--- src/design/lpc_pkg.sv ---
// ----------------------------------------------------------------------------
// LED pattern controller package
// Shared types, register indexes, pattern tables and arithmetic constants.
// ----------------------------------------------------------------------------
package lpc_pkg;

   // Field and register widths.
   localparam int DUTY_W     = 13;
   localparam int PERIOD_W   = 16;
   localparam int SEQ_W      = 8;
   localparam int PCT_W      = 7;
   localparam int POS_W      = 5;
   localparam int CSR_ADDR_W = 3;
   localparam int CSR_DATA_W = 16;

   // Default width of the tick counter.
   localparam int TICK_BITS_DEF = 16;

   // Pattern geometry.
   localparam int SYNC_LEN    = 4;
   localparam int CODE_LEN    = 24;
   localparam int PATTERN_LEN = 16;
   localparam int SEQ_TOTAL   = SYNC_LEN + CODE_LEN;
   localparam int CODE_BYTES  = 2 * (CODE_LEN / 2);

   // Percent scaling: floor(m * p / 100) == (m * ceil(2^26 / 100) * p) >> 26
   // for every m below 8192 and p up to 100.
   localparam int RECIP_SHIFT = 26;
   localparam int RECIP_W     = 20;
   localparam logic [RECIP_W-1:0] RECIP_100 = RECIP_W'(((1 << RECIP_SHIFT) + 99) / 100);
   localparam int SCALED_W    = DUTY_W + RECIP_W;
   localparam logic [PCT_W-1:0] PCT_FULL = PCT_W'(100);

   // Register indexes on the configuration port.
   localparam logic [CSR_ADDR_W-1:0] CSR_MAX_DUTY     = 3'd0;
   localparam logic [CSR_ADDR_W-1:0] CSR_FAST_PERIOD  = 3'd1;
   localparam logic [CSR_ADDR_W-1:0] CSR_SLOW_PERIOD  = 3'd2;
   localparam logic [CSR_ADDR_W-1:0] CSR_CODE_PERIOD  = 3'd3;
   localparam logic [CSR_ADDR_W-1:0] CSR_SEQ_ID       = 3'd4;
   localparam logic [CSR_ADDR_W-1:0] CSR_ACTIVE_LEVEL = 3'd5;

   // Commands carried by an input item.
   typedef enum logic [2:0] {
      CMD_TICK    = 3'd0,
      CMD_OFF     = 3'd1,
      CMD_ON      = 3'd2,
      CMD_DUTY    = 3'd3,
      CMD_FLASH   = 3'd4,
      CMD_FBREATH = 3'd5,
      CMD_SBREATH = 3'd6,
      CMD_CODE    = 3'd7
   } cmd_type;

   // Operating modes.
   typedef enum logic [2:0] {
      MODE_OFF     = 3'd0,
      MODE_ON      = 3'd1,
      MODE_DUTY    = 3'd2,
      MODE_FLASH   = 3'd3,
      MODE_FBREATH = 3'd4,
      MODE_SBREATH = 3'd5,
      MODE_CODE    = 3'd6
   } mode_type;

   // Input item.
   typedef struct packed {
      logic [2:0]       command;
      logic [PCT_W-1:0] duty_percent;
   } req_type;

   // Result item.
   typedef struct packed {
      logic              pwm_running;
      logic              pin_level;
      logic [DUTY_W-1:0] duty_value;
      logic [2:0]        mode;
   } rsp_type;

   // Configuration registers.
   typedef struct packed {
      logic [DUTY_W-1:0]   max_duty;
      logic [PERIOD_W-1:0] fast_period;
      logic [PERIOD_W-1:0] slow_period;
      logic [PERIOD_W-1:0] code_period;
      logic [SEQ_W-1:0]    seq_id;
      logic                active_level;
   } cfg_type;

   // Stored controller state (the tick counter is kept beside it).
   typedef struct packed {
      mode_type          mode;
      logic [POS_W-1:0]  position;
      logic [DUTY_W-1:0] duty_level;
   } state_rec_type;

   localparam state_rec_type STATE_RESET = '{mode: MODE_FLASH, position: '0, duty_level: '0};

   // Pattern tables.
   localparam logic [7:0] SYNC_BYTES [4] = '{8'd255, 8'd255, 8'd255, 8'd64};
   localparam logic [3:0] DATA_CELLS [8] = '{4'd2, 4'd4, 4'd5, 4'd6, 4'd8, 4'd9, 4'd10, 4'd11};
   localparam logic [7:0] FAST_BREATH_TAB [16] = '{
      8'd0, 8'd32, 8'd64, 8'd96, 8'd128, 8'd160, 8'd192, 8'd224,
      8'd255, 8'd224, 8'd192, 8'd160, 8'd128, 8'd96, 8'd64, 8'd32};
   localparam logic [7:0] SLOW_BREATH_TAB [16] = '{
      8'd0, 8'd0, 8'd0, 8'd0, 8'd0, 8'd0, 8'd0, 8'd0,
      8'd0, 8'd0, 8'd0, 8'd0, 8'd0, 8'd0, 8'd255, 8'd255};
   localparam logic [7:0] FLASH_TAB [16] = '{
      8'd0, 8'd255, 8'd0, 8'd255, 8'd0, 8'd255, 8'd0, 8'd255,
      8'd0, 8'd255, 8'd0, 8'd255, 8'd0, 8'd255, 8'd0, 8'd255};

endpackage

--- src/design/led_pattern_controller.sv ---
// ----------------------------------------------------------------------------
// LED pattern controller
// Drives one LED as a static pin or by PWM duty from commands and 1 ms ticks:
// off, on, fixed duty, fast flash, fast and slow breath and a sequence code.
// ----------------------------------------------------------------------------
//
//   Channel   Direction  Transfer when           Payload
//   req_      in         req_valid & req_ready   req_data  (command, duty percent)
//   rsp_      out        rsp_valid & rsp_ready   rsp_data  (pwm, pin, duty, mode)
//   csr_      in         csr_valid & csr_ready   csr_index, csr_wdata
//
// One item per cycle while results are taken; a result is valid once its
// transfer has passed the state memory read register (loaded as the transfer
// is taken) and then the update stage into the output register. The state
// memory is written when the update stage hands on its result; a read that
// meets that write takes the new word. A stalled result holds the update
// stage, and a new transfer is taken only while that stage can move.
// Reset is synchronous; no transfer is taken during it.
//
module led_pattern_controller
   import lpc_pkg::*;
#(
   parameter int TICK_BITS = TICK_BITS_DEF
) (
   input  logic                  clock,
   input  logic                  reset,
   input  logic                  req_valid,
   output logic                  req_ready,
   input  req_type               req_data,
   output logic                  rsp_valid,
   input  logic                  rsp_ready,
   output rsp_type               rsp_data,
   input  logic                  csr_valid,
   output logic                  csr_ready,
   input  logic [CSR_ADDR_W-1:0] csr_index,
   input  logic [CSR_DATA_W-1:0] csr_wdata
);

   cfg_type               cfg_ff;
   logic [SCALED_W-1:0]   max_scaled_ff;
   logic                  s1_valid_ff;
   logic                  s1_valid_in;
   req_type               s1_req_ff;
   logic                  rsp_valid_ff;
   logic                  rsp_valid_in;
   rsp_type               rsp_data_ff;
   logic                  req_xfer;
   logic                  s1_advance;
   state_rec_type         rd_rec;
   logic [TICK_BITS-1:0]  rd_tick;
   state_rec_type         nxt_rec;
   logic [TICK_BITS-1:0]  nxt_tick;
   rsp_type               nxt_rsp;

   // Configuration registers.
   assign csr_ready = ~reset;

   always_ff @(posedge clock) begin
      if (reset) begin
         cfg_ff.max_duty     <= DUTY_W'(8191);
         cfg_ff.fast_period  <= PERIOD_W'(50);
         cfg_ff.slow_period  <= PERIOD_W'(200);
         cfg_ff.code_period  <= PERIOD_W'(100);
         cfg_ff.seq_id       <= '0;
         cfg_ff.active_level <= 1'b1;
      end else if (csr_valid) begin
         unique case (csr_index)
            CSR_MAX_DUTY:     cfg_ff.max_duty     <= csr_wdata[DUTY_W-1:0];
            CSR_FAST_PERIOD:  cfg_ff.fast_period  <= csr_wdata[PERIOD_W-1:0];
            CSR_SLOW_PERIOD:  cfg_ff.slow_period  <= csr_wdata[PERIOD_W-1:0];
            CSR_CODE_PERIOD:  cfg_ff.code_period  <= csr_wdata[PERIOD_W-1:0];
            CSR_SEQ_ID:       cfg_ff.seq_id       <= csr_wdata[SEQ_W-1:0];
            CSR_ACTIVE_LEVEL: cfg_ff.active_level <= csr_wdata[0];
            default: ;
         endcase
      end
   end

   // Full scale premultiplied by the reciprocal of 100 for set-duty scaling.
   always_ff @(posedge clock) begin
      max_scaled_ff <= SCALED_W'(cfg_ff.max_duty) * SCALED_W'(RECIP_100);
   end

   // Handshake and stage control.
   assign s1_advance = s1_valid_ff & (~rsp_valid_ff | rsp_ready);
   assign req_ready  = ~reset & (~s1_valid_ff | s1_advance);
   assign req_xfer   = req_valid & req_ready;

   assign s1_valid_in  = req_xfer | (s1_valid_ff & ~s1_advance);
   assign rsp_valid_in = s1_advance | (rsp_valid_ff & ~rsp_ready);

   always_ff @(posedge clock) begin
      if (reset) begin
         s1_valid_ff  <= 1'b0;
         rsp_valid_ff <= 1'b0;
      end else begin
         s1_valid_ff  <= s1_valid_in;
         rsp_valid_ff <= rsp_valid_in;
      end
   end

   // Payload registers.
   always_ff @(posedge clock) begin
      if (req_xfer) begin
         s1_req_ff <= req_data;
      end
      if (s1_advance) begin
         rsp_data_ff <= nxt_rsp;
      end
   end

   // State memory: read on transfer, write back as the update stage moves on.
   lpc_state_ram #(
      .TICK_BITS (TICK_BITS)
   ) u_state_ram (
      .clock   (clock),
      .reset   (reset),
      .rd_en   (req_xfer),
      .rd_rec  (rd_rec),
      .rd_tick (rd_tick),
      .wr_en   (s1_advance),
      .wr_rec  (nxt_rec),
      .wr_tick (nxt_tick)
   );

   // Update stage.
   lpc_step #(
      .TICK_BITS (TICK_BITS)
   ) u_step (
      .req        (s1_req_ff),
      .cur_rec    (rd_rec),
      .cur_tick   (rd_tick),
      .cfg        (cfg_ff),
      .max_scaled (max_scaled_ff),
      .nxt_rec    (nxt_rec),
      .nxt_tick   (nxt_tick),
      .rsp        (nxt_rsp)
   );

   assign rsp_valid = rsp_valid_ff;
   assign rsp_data  = rsp_data_ff;

endmodule

--- src/design/lpc_state_ram.sv ---
// ----------------------------------------------------------------------------
// LED pattern controller state memory
// Single-entry synchronous memory holding the controller state and the tick
// counter, with a registered read and write-first forwarding.
// ----------------------------------------------------------------------------
module lpc_state_ram
   import lpc_pkg::*;
#(
   parameter int TICK_BITS = TICK_BITS_DEF
) (
   input  logic                 clock,
   input  logic                 reset,
   input  logic                 rd_en,
   output state_rec_type        rd_rec,
   output logic [TICK_BITS-1:0] rd_tick,
   input  logic                 wr_en,
   input  state_rec_type        wr_rec,
   input  logic [TICK_BITS-1:0] wr_tick
);

   localparam int WORD_W = $bits(state_rec_type) + TICK_BITS;

   logic [WORD_W-1:0] mem_ff [1];
   logic [WORD_W-1:0] rd_word_ff;
   logic [WORD_W-1:0] wr_word;

   assign wr_word = {wr_rec, wr_tick};

   // Write port; reset loads the power-up state.
   always_ff @(posedge clock) begin
      if (reset) begin
         mem_ff[0] <= {STATE_RESET, {TICK_BITS{1'b0}}};
      end else if (wr_en) begin
         mem_ff[0] <= wr_word;
      end
   end

   // Read port; a write in the same cycle is passed straight through.
   always_ff @(posedge clock) begin
      if (rd_en) begin
         rd_word_ff <= wr_en ? wr_word : mem_ff[0];
      end
   end

   assign rd_rec  = state_rec_type'(rd_word_ff[WORD_W-1:TICK_BITS]);
   assign rd_tick = rd_word_ff[TICK_BITS-1:0];

endmodule

--- src/design/lpc_step.sv ---
// ----------------------------------------------------------------------------
// LED pattern controller update logic
// Applies one command or tick to the state read from memory and forms the
// result item from the updated state.
// ----------------------------------------------------------------------------
module lpc_step
   import lpc_pkg::*;
#(
   parameter int TICK_BITS = TICK_BITS_DEF
) (
   input  req_type              req,
   input  state_rec_type        cur_rec,
   input  logic [TICK_BITS-1:0] cur_tick,
   input  cfg_type              cfg,
   input  logic [SCALED_W-1:0]  max_scaled,
   output state_rec_type        nxt_rec,
   output logic [TICK_BITS-1:0] nxt_tick,
   output rsp_type              rsp
);

   localparam int CMP_W = (TICK_BITS > PERIOD_W) ? TICK_BITS : PERIOD_W;
   localparam logic [TICK_BITS-1:0] TICK_MAX = {TICK_BITS{1'b1}};
   localparam logic [7:0] CODE_X = SYNC_BYTES[SYNC_LEN-2];
   localparam logic [7:0] CODE_Y = SYNC_BYTES[SYNC_LEN-1];

   cmd_type                cmd;
   mode_type               cmd_mode;
   logic                   is_pattern;
   logic [PERIOD_W-1:0]    period;
   logic [TICK_BITS-1:0]   tick_inc;
   logic                   do_step;
   logic [POS_W-1:0]       pos_len;
   logic [POS_W-1:0]       pos_eff;
   logic [POS_W-1:0]       pos_next;
   logic [POS_W-1:0]       code_off;
   logic [11:0]            code_bit;
   logic [15:0]            flip;
   logic [7:0]             code_byte;
   logic [7:0]             pat_byte;
   logic [DUTY_W+7:0]      pat_prod;
   logic [PCT_W-1:0]       pct_sat;
   logic [SCALED_W+PCT_W-1:0] set_prod;
   logic                   running;

   assign cmd        = cmd_type'(req.command);
   assign cmd_mode   = mode_type'(req.command - 3'd1);
   assign is_pattern = (cur_rec.mode >= MODE_FLASH);

   // Step period of the current pattern mode.
   always_comb begin
      case (cur_rec.mode)
         MODE_SBREATH: period = cfg.slow_period;
         MODE_CODE:    period = cfg.code_period;
         default:      period = cfg.fast_period;
      endcase
   end

   // Saturating tick counter and step decision.
   assign tick_inc = (cur_tick == TICK_MAX) ? cur_tick : cur_tick + 1'b1;
   assign do_step  = (CMP_W'(tick_inc) >= CMP_W'(period)) || (tick_inc == TICK_MAX);

   // Position wrap at the length of the pattern now selected.
   assign pos_len  = (cur_rec.mode == MODE_CODE) ? POS_W'(SEQ_TOTAL) : POS_W'(PATTERN_LEN);
   assign pos_eff  = (cur_rec.position >= pos_len) ? '0 : cur_rec.position;
   assign pos_next = pos_eff + 1'b1;

   // Hamming(12,8) cells of the sequence id, even parity.
   always_comb begin
      code_bit = '0;
      for (int k = 0; k < 8; k++) begin
         code_bit[DATA_CELLS[k]] = cfg.seq_id[7-k];
      end
      code_bit[0] = code_bit[2] ^ code_bit[4] ^ code_bit[6] ^ code_bit[8] ^ code_bit[10];
      code_bit[1] = code_bit[2] ^ code_bit[5] ^ code_bit[6] ^ code_bit[9] ^ code_bit[10];
      code_bit[3] = code_bit[4] ^ code_bit[5] ^ code_bit[6] ^ code_bit[11];
      code_bit[7] = code_bit[8] ^ code_bit[9] ^ code_bit[10] ^ code_bit[11];
   end

   // Each set cell swaps the byte pair, so a pair is swapped when the running
   // parity of the cells up to it is one.
   always_comb begin
      flip    = '0;
      flip[0] = code_bit[0];
      for (int k = 1; k < 12; k++) begin
         flip[k] = flip[k-1] ^ code_bit[k];
      end
   end

   // Sequence pattern byte: sync bytes, then coded pairs.
   assign code_off = pos_eff - POS_W'(SYNC_LEN);
   always_comb begin
      if (pos_eff < POS_W'(SYNC_LEN)) begin
         code_byte = SYNC_BYTES[pos_eff[1:0]];
      end else if (code_off >= POS_W'(CODE_BYTES)) begin
         code_byte = '0;
      end else if (flip[code_off[4:1]] ^ code_off[0]) begin
         code_byte = CODE_Y;
      end else begin
         code_byte = CODE_X;
      end
   end

   // Pattern byte of the current mode.
   always_comb begin
      case (cur_rec.mode)
         MODE_CODE:    pat_byte = code_byte;
         MODE_FBREATH: pat_byte = FAST_BREATH_TAB[pos_eff[3:0]];
         MODE_SBREATH: pat_byte = SLOW_BREATH_TAB[pos_eff[3:0]];
         default:      pat_byte = FLASH_TAB[pos_eff[3:0]];
      endcase
   end

   // Duty scaling for a pattern step and for a set-duty command.
   assign pat_prod = (DUTY_W+8)'(pat_byte) * (DUTY_W+8)'(cfg.max_duty);
   assign pct_sat  = (req.duty_percent > PCT_FULL) ? PCT_FULL : req.duty_percent;
   assign set_prod = (SCALED_W+PCT_W)'(max_scaled) * (SCALED_W+PCT_W)'(pct_sat);

   // Command decoder.
   always_comb begin
      nxt_rec  = cur_rec;
      nxt_tick = cur_tick;
      unique case (cmd)
         CMD_TICK: begin
            if (is_pattern) begin
               if (do_step) begin
                  nxt_tick            = '0;
                  nxt_rec.position    = pos_next;
                  nxt_rec.duty_level  = pat_prod[DUTY_W+7:8];
               end else begin
                  nxt_tick = tick_inc;
               end
            end
         end
         CMD_OFF, CMD_ON: begin
            nxt_tick     = '0;
            nxt_rec.mode = cmd_mode;
         end
         CMD_DUTY: begin
            nxt_tick           = '0;
            nxt_rec.mode       = MODE_DUTY;
            nxt_rec.duty_level = set_prod[RECIP_SHIFT +: DUTY_W];
         end
         default: begin
            if (cur_rec.mode != cmd_mode) begin
               nxt_tick     = '0;
               nxt_rec.mode = cmd_mode;
            end
         end
      endcase
   end

   // Result item from the updated state.
   assign running         = (nxt_rec.mode >= MODE_DUTY);
   assign rsp.pwm_running = running;
   assign rsp.pin_level   = running ? 1'b0
                          : ((nxt_rec.mode == MODE_ON) ? cfg.active_level : ~cfg.active_level);
   assign rsp.duty_value  = running ? nxt_rec.duty_level : '0;
   assign rsp.mode        = nxt_rec.mode;

endmodule
--- config.mk ---
export PLATFORM = sky130hd
export DESIGN_NAME = led_pattern_controller
export DESIGN_NICKNAME = d
export VERILOG_FILES = /design/src/design/lpc_pkg.sv /design/src/design/led_pattern_controller.sv /design/src/design/lpc_state_ram.sv /design/src/design/lpc_step.sv
export SDC_FILE = /design/constraint.sdc
export NUM_CORES = 1
export LEC_CHECK = 0
export ABC_AREA = 1
export BUFFER_PORTS_ARGS = -buffer_cell sky130_fd_sc_hd__buf_2
export CORE_MARGIN = 5
export CORE_UTILIZATION = 51
export CTS_CLUSTER_DIAMETER = 80
export DETAILED_ROUTE_END_ITERATION = 7
export HOLD_SLACK_MARGIN = 0.06
export PLACE_DENSITY = 0.73
export SLEW_MARGIN = 20
export SYNTH_ARGS = -nofsm -noshare
export SYNTH_HDL_FRONTEND = slang
export SYNTH_SLANG_ARGS = --single-unit
--- constraint.sdc ---
create_clock -name clock -period 17.6 [get_ports clock]
set_input_delay 1.76 -clock clock [delete_from_list [all_inputs] [get_ports clock]]
set_output_delay 1.76 -clock clock [all_outputs]
set_load 0.01 [all_outputs]
==> out/summary.md <==
On the worst path, the slowest cell contributes a delay of 640 ps. Kind of critical path: reg -> reg. The run finished with clean final reports.

The tools report the post-cts sizing count as 0. Hold repair after CTS inserted 0 buffers. The library cell with the largest summed area after synthesis is sky130_fd_sc_hd__fa_1. Path category of the worst min-delay check: reg -> reg. TritonCTS sink count: 207. The number of pins with negative max-slew slack in the final report is 0, and the post-CTS clock slew at the launch and capture registers of the worst setup and hold paths is 60 ps. In this design, the largest share of critical-path delay is due to adder cells. Setup repair after global routing left no endpoint under its margin.

The run gives 0.9492 as the final weighted congestion in routability-driven placement. The critical path capture point type was a register. The data required time at the worst endpoint was 17910 ps. The setup violation total in the final timing report came out at 0.

The clock tree root driver cell was sky130_fd_sc_hd__clkbuf_16. Among all flip-flop cells after synthesis, the most frequent one is sky130_fd_sc_hd__dfxtp_1. The worst path uses 53.22% of the clock period. The number of buffers and inverters on the critical path is 7.

Depth of the CTS H-tree: 1. Count of antenna-violating nets left after detailed routing: 0. By instance count, the cell type seen most on the critical path is sky130_fd_sc_hd__nand2_1. The number of global-route vias before repair is 19660. The run gives 51.29% as the initial standard-cell utilization of the core. The routed layout has 19130 vias.

The first-iteration detailed-routing DRC count is 1489, and the number of logic stages on the critical path including buffering is 44. After synthesis, flip-flops and latches occupy 20.73% of the total area. At the end of the flow, the number of nets in the layout was 3456.

The tightest hold path in the finished design has a slack of 450.0 ps. Global routing usage summed across all routing layers: 23.89%. The synthesized netlist occupies a cell area of 23130 µm².

Based on the critical path, the design can be clocked at up to 106.8 MHz. The synthesized design contains 65 enable-type register cells. The top cell type by area accounts for 25.54% of the synthesized area. The fraction of layout instances using a drive strength above 1 is 5.820%, and the number of buffers inserted during clock tree synthesis is 27.

The share of async-settable or async-resettable flops after synthesis works out to 0%. The worst-path maximum fanout is 14, and the transition at the pin with the smallest max-transition slack is 1150 ps. The number of antenna violations at the first check in global routing came out at 1. The max-capacitance violation count came out at 0. The worst hold path begins at u_state_ram.mem_ff[0][12]$_DFF_P_. The global-route congestion overflow total is 0. The region available for standard cell placement spans 45090 µm². Counting along the longest clock path gives a buffer depth of 3.

The die height was 222.9 µm; the detailed-route wire length per cell was 16.79 µm. Port buffering added 54 buffers. The worst register-to-register path begins at u_state_ram.rd_word_ff[35]$_DFFE_PP_. Cells fill 55.16% of the core in the end.

In this run the count of I/O pins placed on the die edge is 55. By area the synthesized netlist is led by sky130_fd_sc_hd__fa_1 (26%), sky130_fd_sc_hd__dfxtp_1 (12%), sky130_fd_sc_hd__ha_1 (12%), sky130_fd_sc_hd__nand2_1 (10%), sky130_fd_sc_hd__inv_1 (8.8%). The slowest stage of the critical path is the sky130_fd_sc_hd__fa_1 cell.

The cell count after synthesis came out at 2878. Measured along the x axis, the die boundary spans 222.9 µm. The run gives 49700 µm² as the area enclosed by the die boundary. After layout, the minimum clock period comes to 9367 ps. The remaining design rule violation count was 0. In this run, distinct cell masters in the synthesized netlist total 54.

The worst hold path terminates at u_state_ram.mem_ff[0][12]$_DFF_P_. Across all register-to-register paths, the minimum setup slack is 8230 ps. Summed over all failing endpoints, the final setup total negative slack is 0 ps. The average via count per standard cell is 5.432. The worst register-to-register path ends at u_state_ram.rd_word_ff[25]$_DFFE_PP_.

For this block, the routed nets add up to 59130 µm of wire. The pre-antenna-repair detailed-routing pass consisted of 7 iterations. Summed over all nets, the half-perimeter wirelength after detailed placement is 46810 µm. After clock tree synthesis, the setup repair step added 0 buffers. The layout-stage area growth over the synthesis result is 7.542%, and the clock tree skew after final layout is 20.92 ps. For the worst setup path, the data arrival time is 9680 ps. In this run, synthesis produced a sequential element count of 207. Global-route wire length before repair: 98800 µm. The tools report the count of endpoints failing hold in the final timing report as 0. The run gives 3433 as the total nets after synthesis. Entering global routing, the biggest net connects 71 pins. The post-synthesis average cell area is 8.035 µm². The kind of start point of the critical path is a register. The depth of the worst hold-timing path was 2; the count of standard-cell rows was 78. TritonCTS built the clock tree. For the worst flop-to-flop path, the logic depth is 44. Headroom to the max-slew limit came out at 23.27%. At the later pin of the worst-skew pair, clock insertion delay measures 560 ps.

The logs give 0 for the count of antenna diodes in the layout and 0 for the number of synthesis warnings.
==> cells in the mapped netlist (2+ instances only) <==
master,count
sky130_fd_sc_hd__nor3_1,20
sky130_fd_sc_hd__a31oi_1,10
sky130_fd_sc_hd__nand3b_1,7
sky130_fd_sc_hd__o21a_1,4
sky130_fd_sc_hd__o21ai_1,7
sky130_fd_sc_hd__buf_4,2
sky130_fd_sc_hd__clkbuf_1,65
sky130_fd_sc_hd__a21oi_1,156
sky130_fd_sc_hd__or2_2,3
sky130_fd_sc_hd__buf_6,2
sky130_fd_sc_hd__o31ai_1,2
sky130_fd_sc_hd__o21bai_1,5
sky130_fd_sc_hd__inv_2,4
sky130_fd_sc_hd__nand4_1,18
sky130_fd_sc_hd__nand2_2,15
sky130_fd_sc_hd__buf_1,3
sky130_fd_sc_hd__a211oi_1,4
sky130_fd_sc_hd__a21oi_2,2
sky130_fd_sc_hd__a21o_1,4
sky130_fd_sc_hd__fa_1,295
sky130_fd_sc_hd__o211ai_1,35
sky130_fd_sc_hd__o21ai_0,147
sky130_fd_sc_hd__edfxtp_1,65
sky130_fd_sc_hd__o41ai_1,2
sky130_fd_sc_hd__inv_1,540
sky130_fd_sc_hd__xnor2_1,27
sky130_fd_sc_hd__nand3_2,5
sky130_fd_sc_hd__nor4_1,4
sky130_fd_sc_hd__nand2_1,622
sky130_fd_sc_hd__dfxtp_1,142
sky130_fd_sc_hd__o22ai_1,4
sky130_fd_sc_hd__nor2_4,2
sky130_fd_sc_hd__a21boi_1,3
sky130_fd_sc_hd__buf_2,3
sky130_fd_sc_hd__nand3_1,116
sky130_fd_sc_hd__ha_1,226
sky130_fd_sc_hd__clkinv_1,4
sky130_fd_sc_hd__xor2_1,38
sky130_fd_sc_hd__nor2_1,225
sky130_fd_sc_hd__o2111ai_1,13
sky130_fd_sc_hd__nor2_2,14
==> placed cells by master (no fill, tap or decap), drive strengths merged, types with 2 or more instances in the layout <==
master	instances
xnor2	27
fa	295
buf	69
nand3b	7
a211oi	4
or2	3
o21a	4
clkbuf	35
o22ai	4
o21bai	5
dfxtp	142
nor2	241
o311ai	2
nand3	121
o21ai	155
nor3	20
a21o	4
o31ai	2
o2111ai	13
a31oi	10
nand4	19
nand2	638
bufinv	2
inv	547
nor4	4
xor2	39
clkinv	13
a21oi	158
a21boi	4
o41ai	2
edfxtp	65
o211ai	35
ha	226
==> routing by layer <==
layer	global-route usage [%]	share of wire, %
met2	38.94	46
met3	4.724	6.9
met4	7.885	3.6
met5	0	0.022
met1	32.19	44
==> area by class of cell <==
class                      count  area, µm²
sequential                   207       4795
clock buffer                  35      745.7
multi-input combinational   2048      16000
fill                        4098      20220
clock inverter                14      138.9
timing repair buffer          69      382.9
inverter                     548       2057
tap                          600      750.7
==> how the worst max path moves through the flow <==
stage                                    startpoint                              endpoint  slack (ps)
6_report       u_state_ram.rd_word_ff[35]$_DFFE_PP_  u_state_ram.rd_word_ff[25]$_DFFE_PP_        8230
5_1_grt        u_state_ram.rd_word_ff[35]$_DFFE_PP_  u_state_ram.rd_word_ff[25]$_DFFE_PP_        7320
4_1_cts        u_state_ram.rd_word_ff[35]$_DFFE_PP_  u_state_ram.rd_word_ff[25]$_DFFE_PP_        7810
3_5_place_dp   u_state_ram.rd_word_ff[35]$_DFFE_PP_  u_state_ram.rd_word_ff[25]$_DFFE_PP_        7860
3_3_place_gp   u_state_ram.rd_word_ff[35]$_DFFE_PP_  u_state_ram.rd_word_ff[25]$_DFFE_PP_        8080
2_1_floorplan  u_state_ram.rd_word_ff[35]$_DFFE_PP_  u_state_ram.rd_word_ff[25]$_DFFE_PP_        9460
==> worst register-to-register path: cells and delay by family, from the launching register on <==
family,cells,cell delay [ps]
AOI/OAI and AO/OA,6,1060
xor gates and xnor gates,2,360
adders and majority gates,7,3230
buffers and inverters,7,980
DFF,1,460
and+or+nand+nor,22,3030
==> state kept, by name, summed over array words and instances (netlist names) <==
signal,cells
u_state_ram.rd_word_ff,37
max_scaled_ff,33
s1_valid_ff,1
u_state_ram.mem_ff,37
rsp_valid,1
cfg_ff,70
s1_req_ff,10
rsp_data,18
==> through the flow <==
step	area [µm²]	cells	worst slack (ps)
after floorplan	23130	2878	9457
after global placement	23980	3472	8085
after detailed placement	23980	3472	7856
after CTS	24870	3521	7808
after global routing	24870	3521	7318
final	24870	3521	8233
==> cell families after synthesis <==
family	count (synthesis)	share of synthesized area, %
compound gates	407	9.917
xor+xnor	66	2.532
fa+ha+maj	521	37.76
buf+inv	623	10.23
flops	207	20.73
simple gates	1054	18.83
Power is left out: the tool's default activity adds up to more than one toggle a clock period on the data nets, which glitch-free logic cannot reach.
